`config.mk`:
```
export PLATFORM = sky130hd
export DESIGN_NAME = char_lcd_nibble_write_sequencer
export DESIGN_NICKNAME = d
export VERILOG_FILES = /design/src/hw/rtl/clnws_pkg.sv /design/src/hw/rtl/clnws_ctrl.sv /design/src/hw/rtl/clnws_dp.sv /design/src/hw/rtl/char_lcd_nibble_write_sequencer.sv
export SDC_FILE = /design/constraint.sdc
export NUM_CORES = 1
export LEC_CHECK = 0
export ABC_AREA = 1
export BUFFER_PORTS_ARGS = -buffer_cell sky130_fd_sc_hd__buf_2
export CAP_MARGIN = 20
export CORE_UTILIZATION = 45
export CTS_CLUSTER_DIAMETER = 40
export DETAILED_ROUTE_END_ITERATION = 10
export PLACE_DENSITY = 0.75
export SYNTH_ARGS = -nofsm -noshare
export SYNTH_HDL_FRONTEND = slang
export SYNTH_SLANG_ARGS = --single-unit
export TNS_END_PERCENT = 10
```
`constraint.sdc`:
```
create_clock -name clk -period 4.2 [get_ports clk]
set_input_delay 0.42 -clock clk [delete_from_list [all_inputs] [get_ports clk]]
set_output_delay 0.42 -clock clk [all_outputs]
set_load 0.01 [all_outputs]
```
`src/hw/rtl/clnws_pkg.sv`:
```
package clnws_pkg;

  localparam int PADDR_W = 4;
  localparam int PDATA_W = 32;

  localparam logic [2:0] REQ_INIT   = 3'd0;
  localparam logic [2:0] REQ_CMD    = 3'd1;
  localparam logic [2:0] REQ_DATA   = 3'd2;
  localparam logic [2:0] REQ_CURSOR = 3'd3;
  localparam logic [2:0] REQ_CLEAR  = 3'd4;

  localparam logic [1:0] REG_ENABLE_PULSE = 2'd0;
  localparam logic [1:0] REG_CLEAR_WAIT   = 2'd1;
  localparam logic [1:0] REG_POWER_UP     = 2'd2;

  localparam logic [7:0] RST_ENABLE_PULSE = 8'd2;
  localparam logic [7:0] RST_CLEAR_WAIT   = 8'd5;
  localparam logic [7:0] RST_POWER_UP     = 8'd20;

  localparam logic [7:0] CLEAR_BYTE = 8'h01;
  localparam logic [7:0] ROW0_BASE  = 8'h80;
  localparam logic [7:0] ROW1_BASE  = 8'hC0;
  localparam logic [7:0] ROW2_BASE  = 8'h94;
  localparam logic [7:0] ROW3_BASE  = 8'hD4;
  localparam logic [7:0] HOME_ADDR  = 8'h80;

  localparam logic [2:0] INIT_LAST_IDX = 3'd4;
  localparam logic [1:0] PHASE_LAST    = 2'd3;

  typedef enum logic [1:0] {
    ST_IDLE,
    ST_PWR,
    ST_BYTE
  } state_t;

  typedef struct packed {
    logic load;
    logic emit_pwr;
    logic emit_byte;
  } cmd_t;

  typedef struct packed {
    logic out_free;
    logic byte_done;
    logic seq_more;
  } stat_t;

  function automatic logic [7:0] init_byte(input logic [2:0] idx);
    logic [7:0] b;
    case (idx)
      3'd0:    b = 8'h02;
      3'd1:    b = 8'h28;
      3'd2:    b = 8'h0C;
      3'd3:    b = 8'h06;
      default: b = CLEAR_BYTE;
    endcase
    return b;
  endfunction

endpackage

```
`src/hw/rtl/clnws_ctrl.sv`:
```
module clnws_ctrl (
  input  logic                clk,
  input  logic                rst_n,
  input  logic                in_valid,
  input  logic [2:0]          in_req_type,
  output logic                in_ready,
  input  clnws_pkg::stat_t    stat,
  output clnws_pkg::cmd_t     cmd
);

  clnws_pkg::state_t state_r;
  clnws_pkg::state_t state_nxt;

  always_ff @(posedge clk) begin
    if (!rst_n) begin
      state_r <= clnws_pkg::ST_IDLE;
    end else begin
      state_r <= state_nxt;
    end
  end

  always_comb begin
    state_nxt = state_r;
    unique case (state_r)
      clnws_pkg::ST_IDLE: begin
        if (in_valid) begin
          case (in_req_type) inside
            clnws_pkg::REQ_INIT: state_nxt = clnws_pkg::ST_PWR;
            clnws_pkg::REQ_CMD, clnws_pkg::REQ_DATA,
            clnws_pkg::REQ_CURSOR, clnws_pkg::REQ_CLEAR: state_nxt = clnws_pkg::ST_BYTE;
            default: state_nxt = clnws_pkg::ST_IDLE;
          endcase
        end
      end
      clnws_pkg::ST_PWR: begin
        if (stat.out_free) state_nxt = clnws_pkg::ST_BYTE;
      end
      clnws_pkg::ST_BYTE: begin
        if (stat.out_free && stat.byte_done && !stat.seq_more) begin
          state_nxt = clnws_pkg::ST_IDLE;
        end
      end
      default: state_nxt = clnws_pkg::ST_IDLE;
    endcase
  end

  always_comb begin
    in_ready      = 1'b0;
    cmd.load      = 1'b0;
    cmd.emit_pwr  = 1'b0;
    cmd.emit_byte = 1'b0;
    unique case (state_r)
      clnws_pkg::ST_IDLE: begin
        in_ready = 1'b1;
        cmd.load = in_valid;
      end
      clnws_pkg::ST_PWR:  cmd.emit_pwr  = stat.out_free;
      clnws_pkg::ST_BYTE: cmd.emit_byte = stat.out_free;
      default: ;
    endcase
  end

endmodule

```
`src/hw/rtl/clnws_dp.sv`:
```
module clnws_dp (
  input  logic                          clk,
  input  logic                          rst_n,
  input  clnws_pkg::cmd_t               cmd,
  output clnws_pkg::stat_t              stat,
  input  logic [2:0]                    in_req_type,
  input  logic [7:0]                    in_value,
  input  logic [2:0]                    in_row,
  input  logic [4:0]                    in_column,
  output logic                          out_valid,
  input  logic                          out_ready,
  output logic                          out_reg_select,
  output logic                          out_enable,
  output logic [3:0]                    out_nibble,
  output logic [7:0]                    out_hold_ms,
  output logic                          out_last,
  input  logic                          psel,
  input  logic                          penable,
  input  logic                          pwrite,
  input  logic [clnws_pkg::PADDR_W-1:0] paddr,
  input  logic [clnws_pkg::PDATA_W-1:0] pwdata,
  output logic [clnws_pkg::PDATA_W-1:0] prdata
);

  logic [7:0] enable_pulse_r;
  logic [7:0] clear_wait_r;
  logic [7:0] power_up_r;

  logic       rs_r;
  logic       init_r;
  logic       clr_r;
  logic [7:0] byte_r;
  logic [2:0] idx_r;
  logic [1:0] phase_r;

  logic       out_valid_r;
  logic       out_rs_r;
  logic       out_en_r;
  logic [3:0] out_nib_r;
  logic [7:0] out_hold_r;
  logic       out_last_r;

  logic [1:0] reg_idx;
  logic [7:0] cursor_base;
  logic [7:0] cursor_addr;
  logic [7:0] load_byte;
  logic       seq_more;
  logic       fin_clear;
  logic       byte_done;
  logic [3:0] cur_nib;
  logic [7:0] cur_hold;

  assign reg_idx = paddr[3:2];

  always_ff @(posedge clk) begin
    if (!rst_n) begin
      enable_pulse_r <= clnws_pkg::RST_ENABLE_PULSE;
      clear_wait_r   <= clnws_pkg::RST_CLEAR_WAIT;
      power_up_r     <= clnws_pkg::RST_POWER_UP;
    end else if (psel && penable && pwrite) begin
      unique case (reg_idx)
        clnws_pkg::REG_ENABLE_PULSE: enable_pulse_r <= pwdata[7:0];
        clnws_pkg::REG_CLEAR_WAIT:   clear_wait_r   <= pwdata[7:0];
        clnws_pkg::REG_POWER_UP:     power_up_r     <= pwdata[7:0];
        default: ;
      endcase
    end
  end

  always_comb begin
    unique case (reg_idx)
      clnws_pkg::REG_ENABLE_PULSE: prdata = {24'd0, enable_pulse_r};
      clnws_pkg::REG_CLEAR_WAIT:   prdata = {24'd0, clear_wait_r};
      clnws_pkg::REG_POWER_UP:     prdata = {24'd0, power_up_r};
      default:                     prdata = '0;
    endcase
  end

  always_comb begin
    case (in_row)
      3'd0:    cursor_base = clnws_pkg::ROW0_BASE;
      3'd1:    cursor_base = clnws_pkg::ROW1_BASE;
      3'd2:    cursor_base = clnws_pkg::ROW2_BASE;
      3'd3:    cursor_base = clnws_pkg::ROW3_BASE;
      default: cursor_base = clnws_pkg::HOME_ADDR;
    endcase
    cursor_addr = in_row[2] ? clnws_pkg::HOME_ADDR : cursor_base + {3'd0, in_column};
  end

  always_comb begin
    case (in_req_type) inside
      clnws_pkg::REQ_INIT:                   load_byte = clnws_pkg::init_byte(3'd0);
      clnws_pkg::REQ_CMD, clnws_pkg::REQ_DATA: load_byte = in_value;
      clnws_pkg::REQ_CURSOR:                 load_byte = cursor_addr;
      default:                               load_byte = clnws_pkg::CLEAR_BYTE;
    endcase
  end

  assign seq_more  = init_r && (idx_r != clnws_pkg::INIT_LAST_IDX);
  assign fin_clear = clr_r || (init_r && (idx_r == clnws_pkg::INIT_LAST_IDX));
  assign byte_done = (phase_r == clnws_pkg::PHASE_LAST);
  assign cur_nib   = phase_r[1] ? byte_r[3:0] : byte_r[7:4];

  always_comb begin
    if (!phase_r[0]) begin
      cur_hold = enable_pulse_r;
    end else if (byte_done && fin_clear) begin
      cur_hold = clear_wait_r;
    end else begin
      cur_hold = 8'd0;
    end
  end

  always_ff @(posedge clk) begin
    if (cmd.load) begin
      rs_r    <= (in_req_type == clnws_pkg::REQ_DATA);
      init_r  <= (in_req_type == clnws_pkg::REQ_INIT);
      clr_r   <= (in_req_type == clnws_pkg::REQ_CLEAR);
      byte_r  <= load_byte;
      idx_r   <= 3'd0;
      phase_r <= 2'd0;
    end else if (cmd.emit_byte) begin
      phase_r <= phase_r + 2'd1;
      if (byte_done && seq_more) begin
        idx_r  <= idx_r + 3'd1;
        byte_r <= clnws_pkg::init_byte(idx_r + 3'd1);
      end
    end
  end

  always_ff @(posedge clk) begin
    if (!rst_n) begin
      out_valid_r <= 1'b0;
    end else if (cmd.emit_pwr || cmd.emit_byte) begin
      out_valid_r <= 1'b1;
    end else if (out_ready) begin
      out_valid_r <= 1'b0;
    end
  end

  always_ff @(posedge clk) begin
    if (cmd.emit_pwr) begin
      out_rs_r   <= 1'b0;
      out_en_r   <= 1'b0;
      out_nib_r  <= 4'd0;
      out_hold_r <= power_up_r;
      out_last_r <= 1'b0;
    end else if (cmd.emit_byte) begin
      out_rs_r   <= rs_r;
      out_en_r   <= !phase_r[0];
      out_nib_r  <= cur_nib;
      out_hold_r <= cur_hold;
      out_last_r <= byte_done && !seq_more;
    end
  end

  assign stat.out_free  = !out_valid_r || out_ready;
  assign stat.byte_done = byte_done;
  assign stat.seq_more  = seq_more;

  assign out_valid      = out_valid_r;
  assign out_reg_select = out_rs_r;
  assign out_enable     = out_en_r;
  assign out_nibble     = out_nib_r;
  assign out_hold_ms    = out_hold_r;
  assign out_last       = out_last_r;

endmodule

```
`src/hw/rtl/char_lcd_nibble_write_sequencer.sv`:
```
// Order: an accepted request loads the datapath registers, then its first pin state
// enters the single output register once it is free. Throughput: one pin state per
// cycle while out_ready is high, as the controller refills that register; a byte
// request gives 4 pin states and init 21; no new request is taken until the last is emitted.
// Reset: synchronous, active low; output empties, timing registers load 2, 5, 20 ms.
module char_lcd_nibble_write_sequencer (
  input  logic                          clk,
  input  logic                          rst_n,
  input  logic                          in_valid,
  output logic                          in_ready,
  input  logic [2:0]                    in_req_type,
  input  logic [7:0]                    in_value,
  input  logic [2:0]                    in_row,
  input  logic [4:0]                    in_column,
  output logic                          out_valid,
  input  logic                          out_ready,
  output logic                          out_reg_select,
  output logic                          out_enable,
  output logic [3:0]                    out_nibble,
  output logic [7:0]                    out_hold_ms,
  output logic                          out_last,
  input  logic                          psel,
  input  logic                          penable,
  input  logic                          pwrite,
  input  logic [clnws_pkg::PADDR_W-1:0] paddr,
  input  logic [clnws_pkg::PDATA_W-1:0] pwdata,
  output logic [clnws_pkg::PDATA_W-1:0] prdata,
  output logic                          pready
);

  clnws_pkg::cmd_t  cmd;
  clnws_pkg::stat_t stat;

  assign pready = 1'b1;

  clnws_ctrl u_ctrl (
    .clk         (clk),
    .rst_n       (rst_n),
    .in_valid    (in_valid),
    .in_req_type (in_req_type),
    .in_ready    (in_ready),
    .stat        (stat),
    .cmd         (cmd)
  );

  clnws_dp u_dp (
    .clk            (clk),
    .rst_n          (rst_n),
    .cmd            (cmd),
    .stat           (stat),
    .in_req_type    (in_req_type),
    .in_value       (in_value),
    .in_row         (in_row),
    .in_column      (in_column),
    .out_valid      (out_valid),
    .out_ready      (out_ready),
    .out_reg_select (out_reg_select),
    .out_enable     (out_enable),
    .out_nibble     (out_nibble),
    .out_hold_ms    (out_hold_ms),
    .out_last       (out_last),
    .psel           (psel),
    .penable        (penable),
    .pwrite         (pwrite),
    .paddr          (paddr),
    .pwdata         (pwdata),
    .prdata         (prdata)
  );

endmodule

```
# Word-level counts from Yosys, hierarchy flattened
# Cells that the tools add are included.
# totals
output_inout_bits	50
elab_cells	97
inputBits	62
memories	0
latch_bits	0
ff_bits	58
ramBits	0
romBits	0
# classes
add_sub_neg	3
n_mux	27
div	0
n_reduce_logical	31
order_cmp	0
n_bitwise	0
multipliers	0
eq_ne	20
shifts	0
# ops
cell	n
$mux 8	11
$pmux 6 s4	1
$pmux 8 s3	1
$pmux 7 s3	1
$eq 3x2->1 const B	6
$mux 2	5
$reduce_and 2->1	5
$eq 3x1->1 const B	3
$logic_and 1x1->1	9
$add 8x5->8	1
$reduce_bool 2->1	4
$eq 2x2->1 const B	3
$eq 3x3->1 const B	2
$logic_not 3->1	2
$mux 1	6
$pmux 2 s3	1
$eq 2x1->1 const B	2
$logic_not 2->1	2
$mux 4	1
$ne 2x1->1 const B	2
$reduce_or 4->1	1
$add 3x1->3 const B	1
$logic_not 1->1	3
$logic_or 1x1->1	3
5 further kinds	5

# Longest topological paths before layout
# Gate-level depths: netlist (run 1).
# depth
word_depth	8
ltp_mapped	9
mapped_depth_nobuf	9

# Modules after synthesis
# A second synthesis (run 1) with hierarchy kept.
# hier_totals
hier_cells	418
area_unflattened_um2	3163.0
# by_module_without_submodules
module	area_each_um2	seq_area_each_um2	instances	cells_per_inst
clnws_dp	2974.1	1311.3	1	386
clnws_ctrl	177.7	40.0	1	30
char_lcd_nibble_write_sequencer	11.3	0.0	1	2

# Worst setup path after synthesis (run 1)
# No wires, ideal clock.
# synth_path
kind	register to register
from	reg u_dp.idx_r[0]
to	reg u_dp.byte_r[0] (enable)
path_buffers	0
required_ns	3.826
t_arrival_ns	1.364
setup_slack_ns	2.463
path_stages_with_launch	6
period_less_slack_ns	1.737
setup_time_ns	0.374
cell_sequence	dfxtp_1 -> inv_1 -> ha_1 -> nand2_1 -> nand3_1 -> o21ai_1
# synth_between
elab_chain_cells	5
# synth_rtl
element	line	rtl
start: declaration	clnws_dp.sv:33	logic [2:0] idx_r;
start signal: assignment	clnws_dp.sv:125	idx_r <= idx_r + 3'd1;
$ne 3x3->1	clnws_dp.sv:99	assign seq_more = init_r && (idx_r != clnws_pkg::INIT_LAST_IDX);
$logic_and 1x1->1	clnws_dp.sv:99	
$logic_and 1x1->1	clnws_dp.sv:124	if (byte_done && seq_more) begin
$reduce_bool 2->1 (no line)	--	
$reduce_and 2->1 (no line)	--	
end signal: assignment	clnws_dp.sv:119	byte_r <= load_byte;
end signal: assignment	clnws_dp.sv:126	byte_r <= clnws_pkg::init_byte(idx_r + 3'd1);
end: declaration	clnws_dp.sv:32	logic [7:0] byte_r;
# Every way passes these cells.
# A chain may end at the register's enable or synchronous reset.

# Worst setup path after layout (run 1)
# layout_path
from	reg u_dp.phase_r[0]
to	reg u_dp.byte_r[5] (enable)
# layout_between
elab_chain_cells	4
# layout_rtl
element	line	rtl
start: declaration	clnws_dp.sv:34	logic [1:0] phase_r;
start signal: assignment	clnws_dp.sv:123	phase_r <= phase_r + 2'd1;
$eq 2x2->1	clnws_dp.sv:101	assign byte_done = (phase_r == clnws_pkg::PHASE_LAST);
$logic_and 1x1->1	clnws_dp.sv:124	
$reduce_bool 2->1 (no line)	--	
$reduce_and 2->1 (no line)	--	
# Every way passes these cells.

==> results of run 1 <==
-- cells in the mapped netlist, drive strengths merged --
cell,n,share of area
o21ai,32,0.052
a21oi,22,0.036
xnor2,1,0.0028
o21bai,1,0.0036
mux2i,4,0.013
nand2,90,0.12
o211ai,2,0.0049
inv,31,0.038
nand3,35,0.057
edfxtp,19,0.18
clkinv,3,0.0073
o21a,1,0.0024
clkbuf,3,0.0036
nor2,66,0.098
buf,30,0.070
dfxtp,39,0.25
ha,7,0.028
conb,2,0.0024
or2,1,0.0020
nand4,8,0.016
nor3,3,0.0065
-- final timing paths --
path              slack [ns]             endpoint  cells past startpoint                start
setup / recovery        1.93       u_dp.byte_r[5]                      3      u_dp.phase_r[0]
hold reg to reg         0.46  u_dp.out_reg_select                      2  u_dp.out_reg_select
setup reg to reg        1.93       u_dp.byte_r[5]                      3      u_dp.phase_r[0]
hold / removal          0.32   u_dp.power_up_r[4]                      3            pwdata[4]
-- logic make-up after synthesis --
family | Yosys count
AOI/OAI and AO/OA | 58
xor gates and xnor gates | 1
adders and majority gates | 7
buffers and inverters | 67
DFF | 58
muxes | 4
other | 2
and+or+nand+nor | 203
-- placed cells by master (no fill, tap or decap), types with 2 or more instances in the layout --
| cell | Yosys | routed |
|---|---|---|
| nor3_1 | 2 | 2 |
| conb_1 | 2 | 25 |
| edfxtp_1 | 19 | 19 |
| dfxtp_1 | 39 | 39 |
| o21ai_1 | 31 | 31 |
| a21oi_1 | 22 | 22 |
| nor2_2 | 3 | 3 |
| nor2_4 | 4 | 4 |
| nand4_1 | 8 | 8 |
| nand2_4 | 3 | 3 |
| inv_2 | 16 | 16 |
| clkinvlp_4 | 0 | 2 |
| clkinv_4 | 2 | 2 |
| nor2_1 | 58 | 58 |
| ha_1 | 7 | 7 |
| nand2_1 | 84 | 84 |
| o211ai_1 | 2 | 2 |
| clkbuf_8 | 0 | 9 |
| clkinv_2 | 1 | 5 |
| inv_1 | 15 | 15 |
| mux2i_1 | 4 | 4 |
| nand2_2 | 3 | 3 |
| nand3_1 | 35 | 35 |
| buf_2 | 3 | 60 |
-- stage by stage --
stage / std cells / area [µm²] / hold WS [ns] / total power [mW]
finish: 543 / 3500 / 0.322 / 1.51
global route: 543 / 3500 / 0.326 / 1.59
CTS: 543 / 3500 / 0.316 / 1.52
detailed placement: 527 / 3340 / 0.458 / 1.10
floorplan: 423 / 3170 / 0.419 / 0.990
global placement: 527 / 3340 / 0.463 / 1.08
-- area by class of cell --
class / count / area share
timing repair buffer: 60 / 0.0857
sequential: 58 / 0.386
clock inverter: 6 / 0.0100
inverter: 34 / 0.0396
clock buffer: 10 / 0.0364
tap: 77 / 0.0275
multi-input combinational: 298 / 0.415
-- power groups by stage --
stage / clock network [mW] / registers [mW] / logic [mW]
floorplan: 0 / 0.741 / 0.249
global placement: 0 / 0.734 / 0.350
detailed placement: 0 / 0.736 / 0.361
CTS: 0.430 / 0.724 / 0.361
global route: 0.455 / 0.734 / 0.404
finish: 0.424 / 0.724 / 0.360
-- per-layer routing --
| metal | share of wire | up-vias | global-route usage |
|---|---|---|---|
| met3 | 0.070 | 11 | 0.0496 |
| met5 | 0 | - | 0 |
| met1 | 0.45 | 1198 | 0.237 |
| li1 | - | 1391 | - |
| met2 | 0.46 | 112 | 0.304 |
| met4 | 0.017 | 0 | 0.0786 |
-- sequential cells by signal, indices dropped and copies added (netlist names) --
register             flops
u_ctrl.state_r           2
u_dp.byte_r              8
u_dp.clear_wait_r        8
u_dp.clr_r               1
u_dp.enable_pulse_r      8
u_dp.idx_r               3
u_dp.init_r              1
u_dp.out_enable          1
u_dp.out_hold_ms         8
u_dp.out_last            1
u_dp.out_nibble          4
u_dp.out_reg_select      1
u_dp.out_valid           1
u_dp.phase_r             2
u_dp.power_up_r          8
u_dp.rs_r                1
-- critical path, stage by stage (launching register included) --
cell     delay [ns]
dfxtp_1        0.60
ha_1           0.50
nand3_1        0.25
o21ai_1        0.56
==> run metrics, run 1 <==
status=complete, but fails checks; failing checks=design-rule violations; Top Ports=112; H-tree depth=3; worst-skew pair later-pin latency=roughly 0.33 ns; Hold Path Class=in2reg; fin nets=530; DRC violation count after routing=5; Post-Synth Adder-Cell Area=0.0284; Netlist cell types=33; vias in the first global route=2425; Mapped Area=~3100 µm²; DR pass1 iterations=9; RSZ-0062 raised after global routing=no; Starting Density=0.475; first-pass GRT wire length=10.6 mm; DR iter-0 viols=130; Max transition margin=0.590; switching power=495 µW; clock skew=~0.0086 ns; clock root buffer=clkbuf_8; endpoint class of the critical path=register; All-Layer GR Usage=0.187; layout cell share with drive strength beyond 1=0.238; Pins Over Slew Limit=0; clock buffer depth=2; power per standard cell area=430 nW/µm²; synthesis-to-layout area growth=13.5%; Reg area=between 1000 and 1500 µm²; largest family of logic cells by synthesized area=simple AND/OR/NAND/NOR gates; fmax=441 MHz; RD Place Congestion=between 0.8 and 0.9; full die area=7200 µm²; postcts setup bufs=0; drt via density=roughly 5; Compound-Gate Fraction of Synth Area=0.0985; leak pwr=around 1.7 nW; Port-buffer cells=60; Avg Cell Area, Syn=approximately 7.7 µm²; Core ar.=approximately 6500 µm²; Combinational Power Share=0.239; FILL cells=about 630; setup ws final=around 1.9 ns; worst vdd ir=~0.17 mV; Seq pwr share=0.480; Core Util, Final=0.540; post-route ant nets=0; critical setup path kind=reg2reg; Post-Synth Simple-Gate Area=0.298; Chip Height=approximately 85 µm; Inserted Diodes=0; CTS tree=done; worst slew pin tran=0.610 ns; CTS buffer count=9; Die Width=around 85 µm; multiplexer area fraction after synthesis=0.0130; Final Hold Fails=0; Switching Share=0.328; min Tclk post-route=about 2.3 ns; DP Worst Slack=around 1.9 ns; clock power share=0.281; via count=around 2700; XOR/XNOR Fraction of Synth Area=0.00284; max-cap viol count=0; FP Rows=29; clock slew at reported path FFs=around 0.070 ns; internal power=between 1 and 1.5 mW; crit share post-route=0.539; grt total ovfl=0; FF+latch count, synth=58; final-report setup violation count=0; CP max FO=11; CTS sink count=58; initial antenna violation count=0; largest net degree at the start of global routing=28; Synth Warn #=0; post-synthesis sequential area ratio=0.438; Multi-input gate area=approximately 1500 µm²; wire per inst=between 10 and 15 µm; CP Launch Type=register; setup TNS=0 ns; DP HPWL=4.78 mm; Data arrival, critical path=2.24 ns; Worst EP required=roughly 4.2 ns; CTS resizes=0; final WL=6.48 mm; cts hold-fix bufs=0; Synth Instances=400
No activity file was read; power rests on OpenSTA's default activity.
==> inputs of run 2 (changes only) <==
--- a/config.mk
+++ b/config.mk
@@ -11,7 +11,7 @@
 export CORE_UTILIZATION = 45
 export CTS_CLUSTER_DIAMETER = 40
 export DETAILED_ROUTE_END_ITERATION = 10
-export PLACE_DENSITY = 0.75
+export PLACE_DENSITY = 0.78
 export SYNTH_ARGS = -nofsm -noshare
 export SYNTH_HDL_FRONTEND = slang
 export SYNTH_SLANG_ARGS = --single-unit
==> constraint.sdc (replaced) <==
create_clock -name clk -period 1.9 [get_ports clk]
set_input_delay 0.19 -clock clk [delete_from_list [all_inputs] [get_ports clk]]
set_output_delay 0.19 -clock clk [all_outputs]
set_load 0.01 [all_outputs]
==> run metrics, run 2 (synthesis results as in run 1) <==
initial antenna violation count=0; fin nets=about 540; max-cap viol count=0; CP Launch Type=register; FP Rows=29; critical setup path kind=reg2reg; clock skew=0.00656 ns; worst-skew pair later-pin latency=approximately 0.34 ns; largest net degree at the start of global routing=28; CTS sink count=58; wire per inst=12.3 µm; cts hold-fix bufs=0; DR pass1 iterations=8; Port-buffer cells=60; final WL=approximately 6.7 mm; largest stage delay on the critical path=around 0.35 ns; Worst EP required=approximately 2 ns; worst vdd ir=just under 0.4 mV; synthesis-to-layout area growth=16.5%; Chip Height=approximately 85 µm; postcts setup bufs=0; All-Layer GR Usage=0.194; Pins Over Slew Limit=0; crit share post-route=0.882; power per standard cell area=1020 nW/µm²; RD Place Congestion=0.824; status=complete, but fails checks; Inserted Diodes=0; RR Startpoint=u_dp.idx_r[0]; full die area=about 7200 µm²; CP max stage cell=dfxtp_1; endpoint class of the critical path=register; clock buffer depth=2; Post-Place Cell Area=3380 µm²; CTS tree=done; clock root buffer=clkbuf_8; vias in the first global route=between 2000 and 2500; Core ar.=between 6000 and 7000 µm²; DR iter-0 viols=roughly 150; first-pass GRT wire length=~11 mm; crit-path cells=inv_1, ha_1, nand2_1, o21bai_2, nand4_1, a21oi_1; RSZ-0062 raised after global routing=no; clock slew at reported path FFs=about 0.070 ns; min Tclk post-route=~1.7 ns; drt via density=roughly 5.0; DRC violation count after routing=5; fmax=597 MHz; commonest non-fill, non-tap cell in the layout=nand2_1; Hold Path Class=in2reg; setup TNS=0 ns; layout cell share with drive strength beyond 1=0.246; worst hold margin=0.0844 ns; H-tree depth=3; Starting Density=0.475; CTS buffer count=9; most frequent cells in the layout=nand2_1 (84), buf_2 (60), nor2_1 (58); post-route ant nets=0; via count=2745; Final Non-Filler Cells=roughly 550; worst hold start=pwdata[1]; Die Width=84.8 µm; failing checks=design-rule violations; fin area=roughly 3600 µm²; Top Ports=approximately 110; grt total ovfl=0; CP startpoint=u_dp.idx_r[0]; placed cells=532; CP max FO=8; Data arrival, critical path=1.84 ns; DP HPWL=about 4.8 mm; leak pwr=1.72 nW; CTS resizes=0; Final Hold Fails=0; final total power=3.68 mW; final-report setup violation count=0
==> run 2: cell count changes in the layout (fill, tap and decap cells not counted), sizes merged <==
cell / before / now
buf: 60 / 65
bufinv: 0 / 2
clkinv: 7 / 5
clkbuf: 10 / 11
clkinvlp: 2 / 1
==> run 2: power breakdown <==
| part | internal (mW) | switching, mW |
|---|---|---|
| Clock | 0.769 | 0.475 |
| Sequential | 1.49 | 0.0716 |
| Combinational | 0.315 | 0.560 |
| Total | 2.57 | 1.11 |
==> run 2: critical path, delay by kind of cell (launching register included) <==
family          cells  cell delay (ns)
simple gates        2             0.23
compound gates      2             0.58
flops               1             0.35
fa+ha+maj           1             0.20
buf+inv             1             0.12
==> run 2: worst paths after layout <==
check | endpoint | slack (ns) | cells after the start
max | u_dp.out_hold_ms[0] | 0.23 | 6
max reg2reg | u_dp.out_hold_ms[0] | 0.23 | 6
min | u_dp.enable_pulse_r[1] | 0.08 | 3
min reg2reg | u_dp.out_last | 0.46 | 2
==> run 2: layout make-up <==
cell class                      instances  area, µm²
Timing Repair Buffer                   65        338
Clock inverter                          5       77.6
Inverter                               34        139
Fill cell                             585       2900
Tap cell                               77       96.3
Multi-Input combinational cell        298       1460
Clock buffer                           11        141
Sequential cell                        58       1350
==> run 2: per-layer routing <==
layer	track usage	up-vias	wire, µm	part of all wire
li1	-	1394	-	-
met1	0.234	1224	2920	0.43
met2	0.324	113	3260	0.48
met3	0.0554	14	463	0.069
met4	0.0863	0	109	0.016
met5	0	-	0	0
==> run 2: stage by stage <==
step | setup slack [ns] | util
after global routing | 0.0830 | 0.554
after detailed placement | 0.251 | 0.520
final | 0.225 | 0.554
after global placement | 0.290 | 0.520
after floorplan | 0.163 | -
after CTS | 0.240 | 0.554
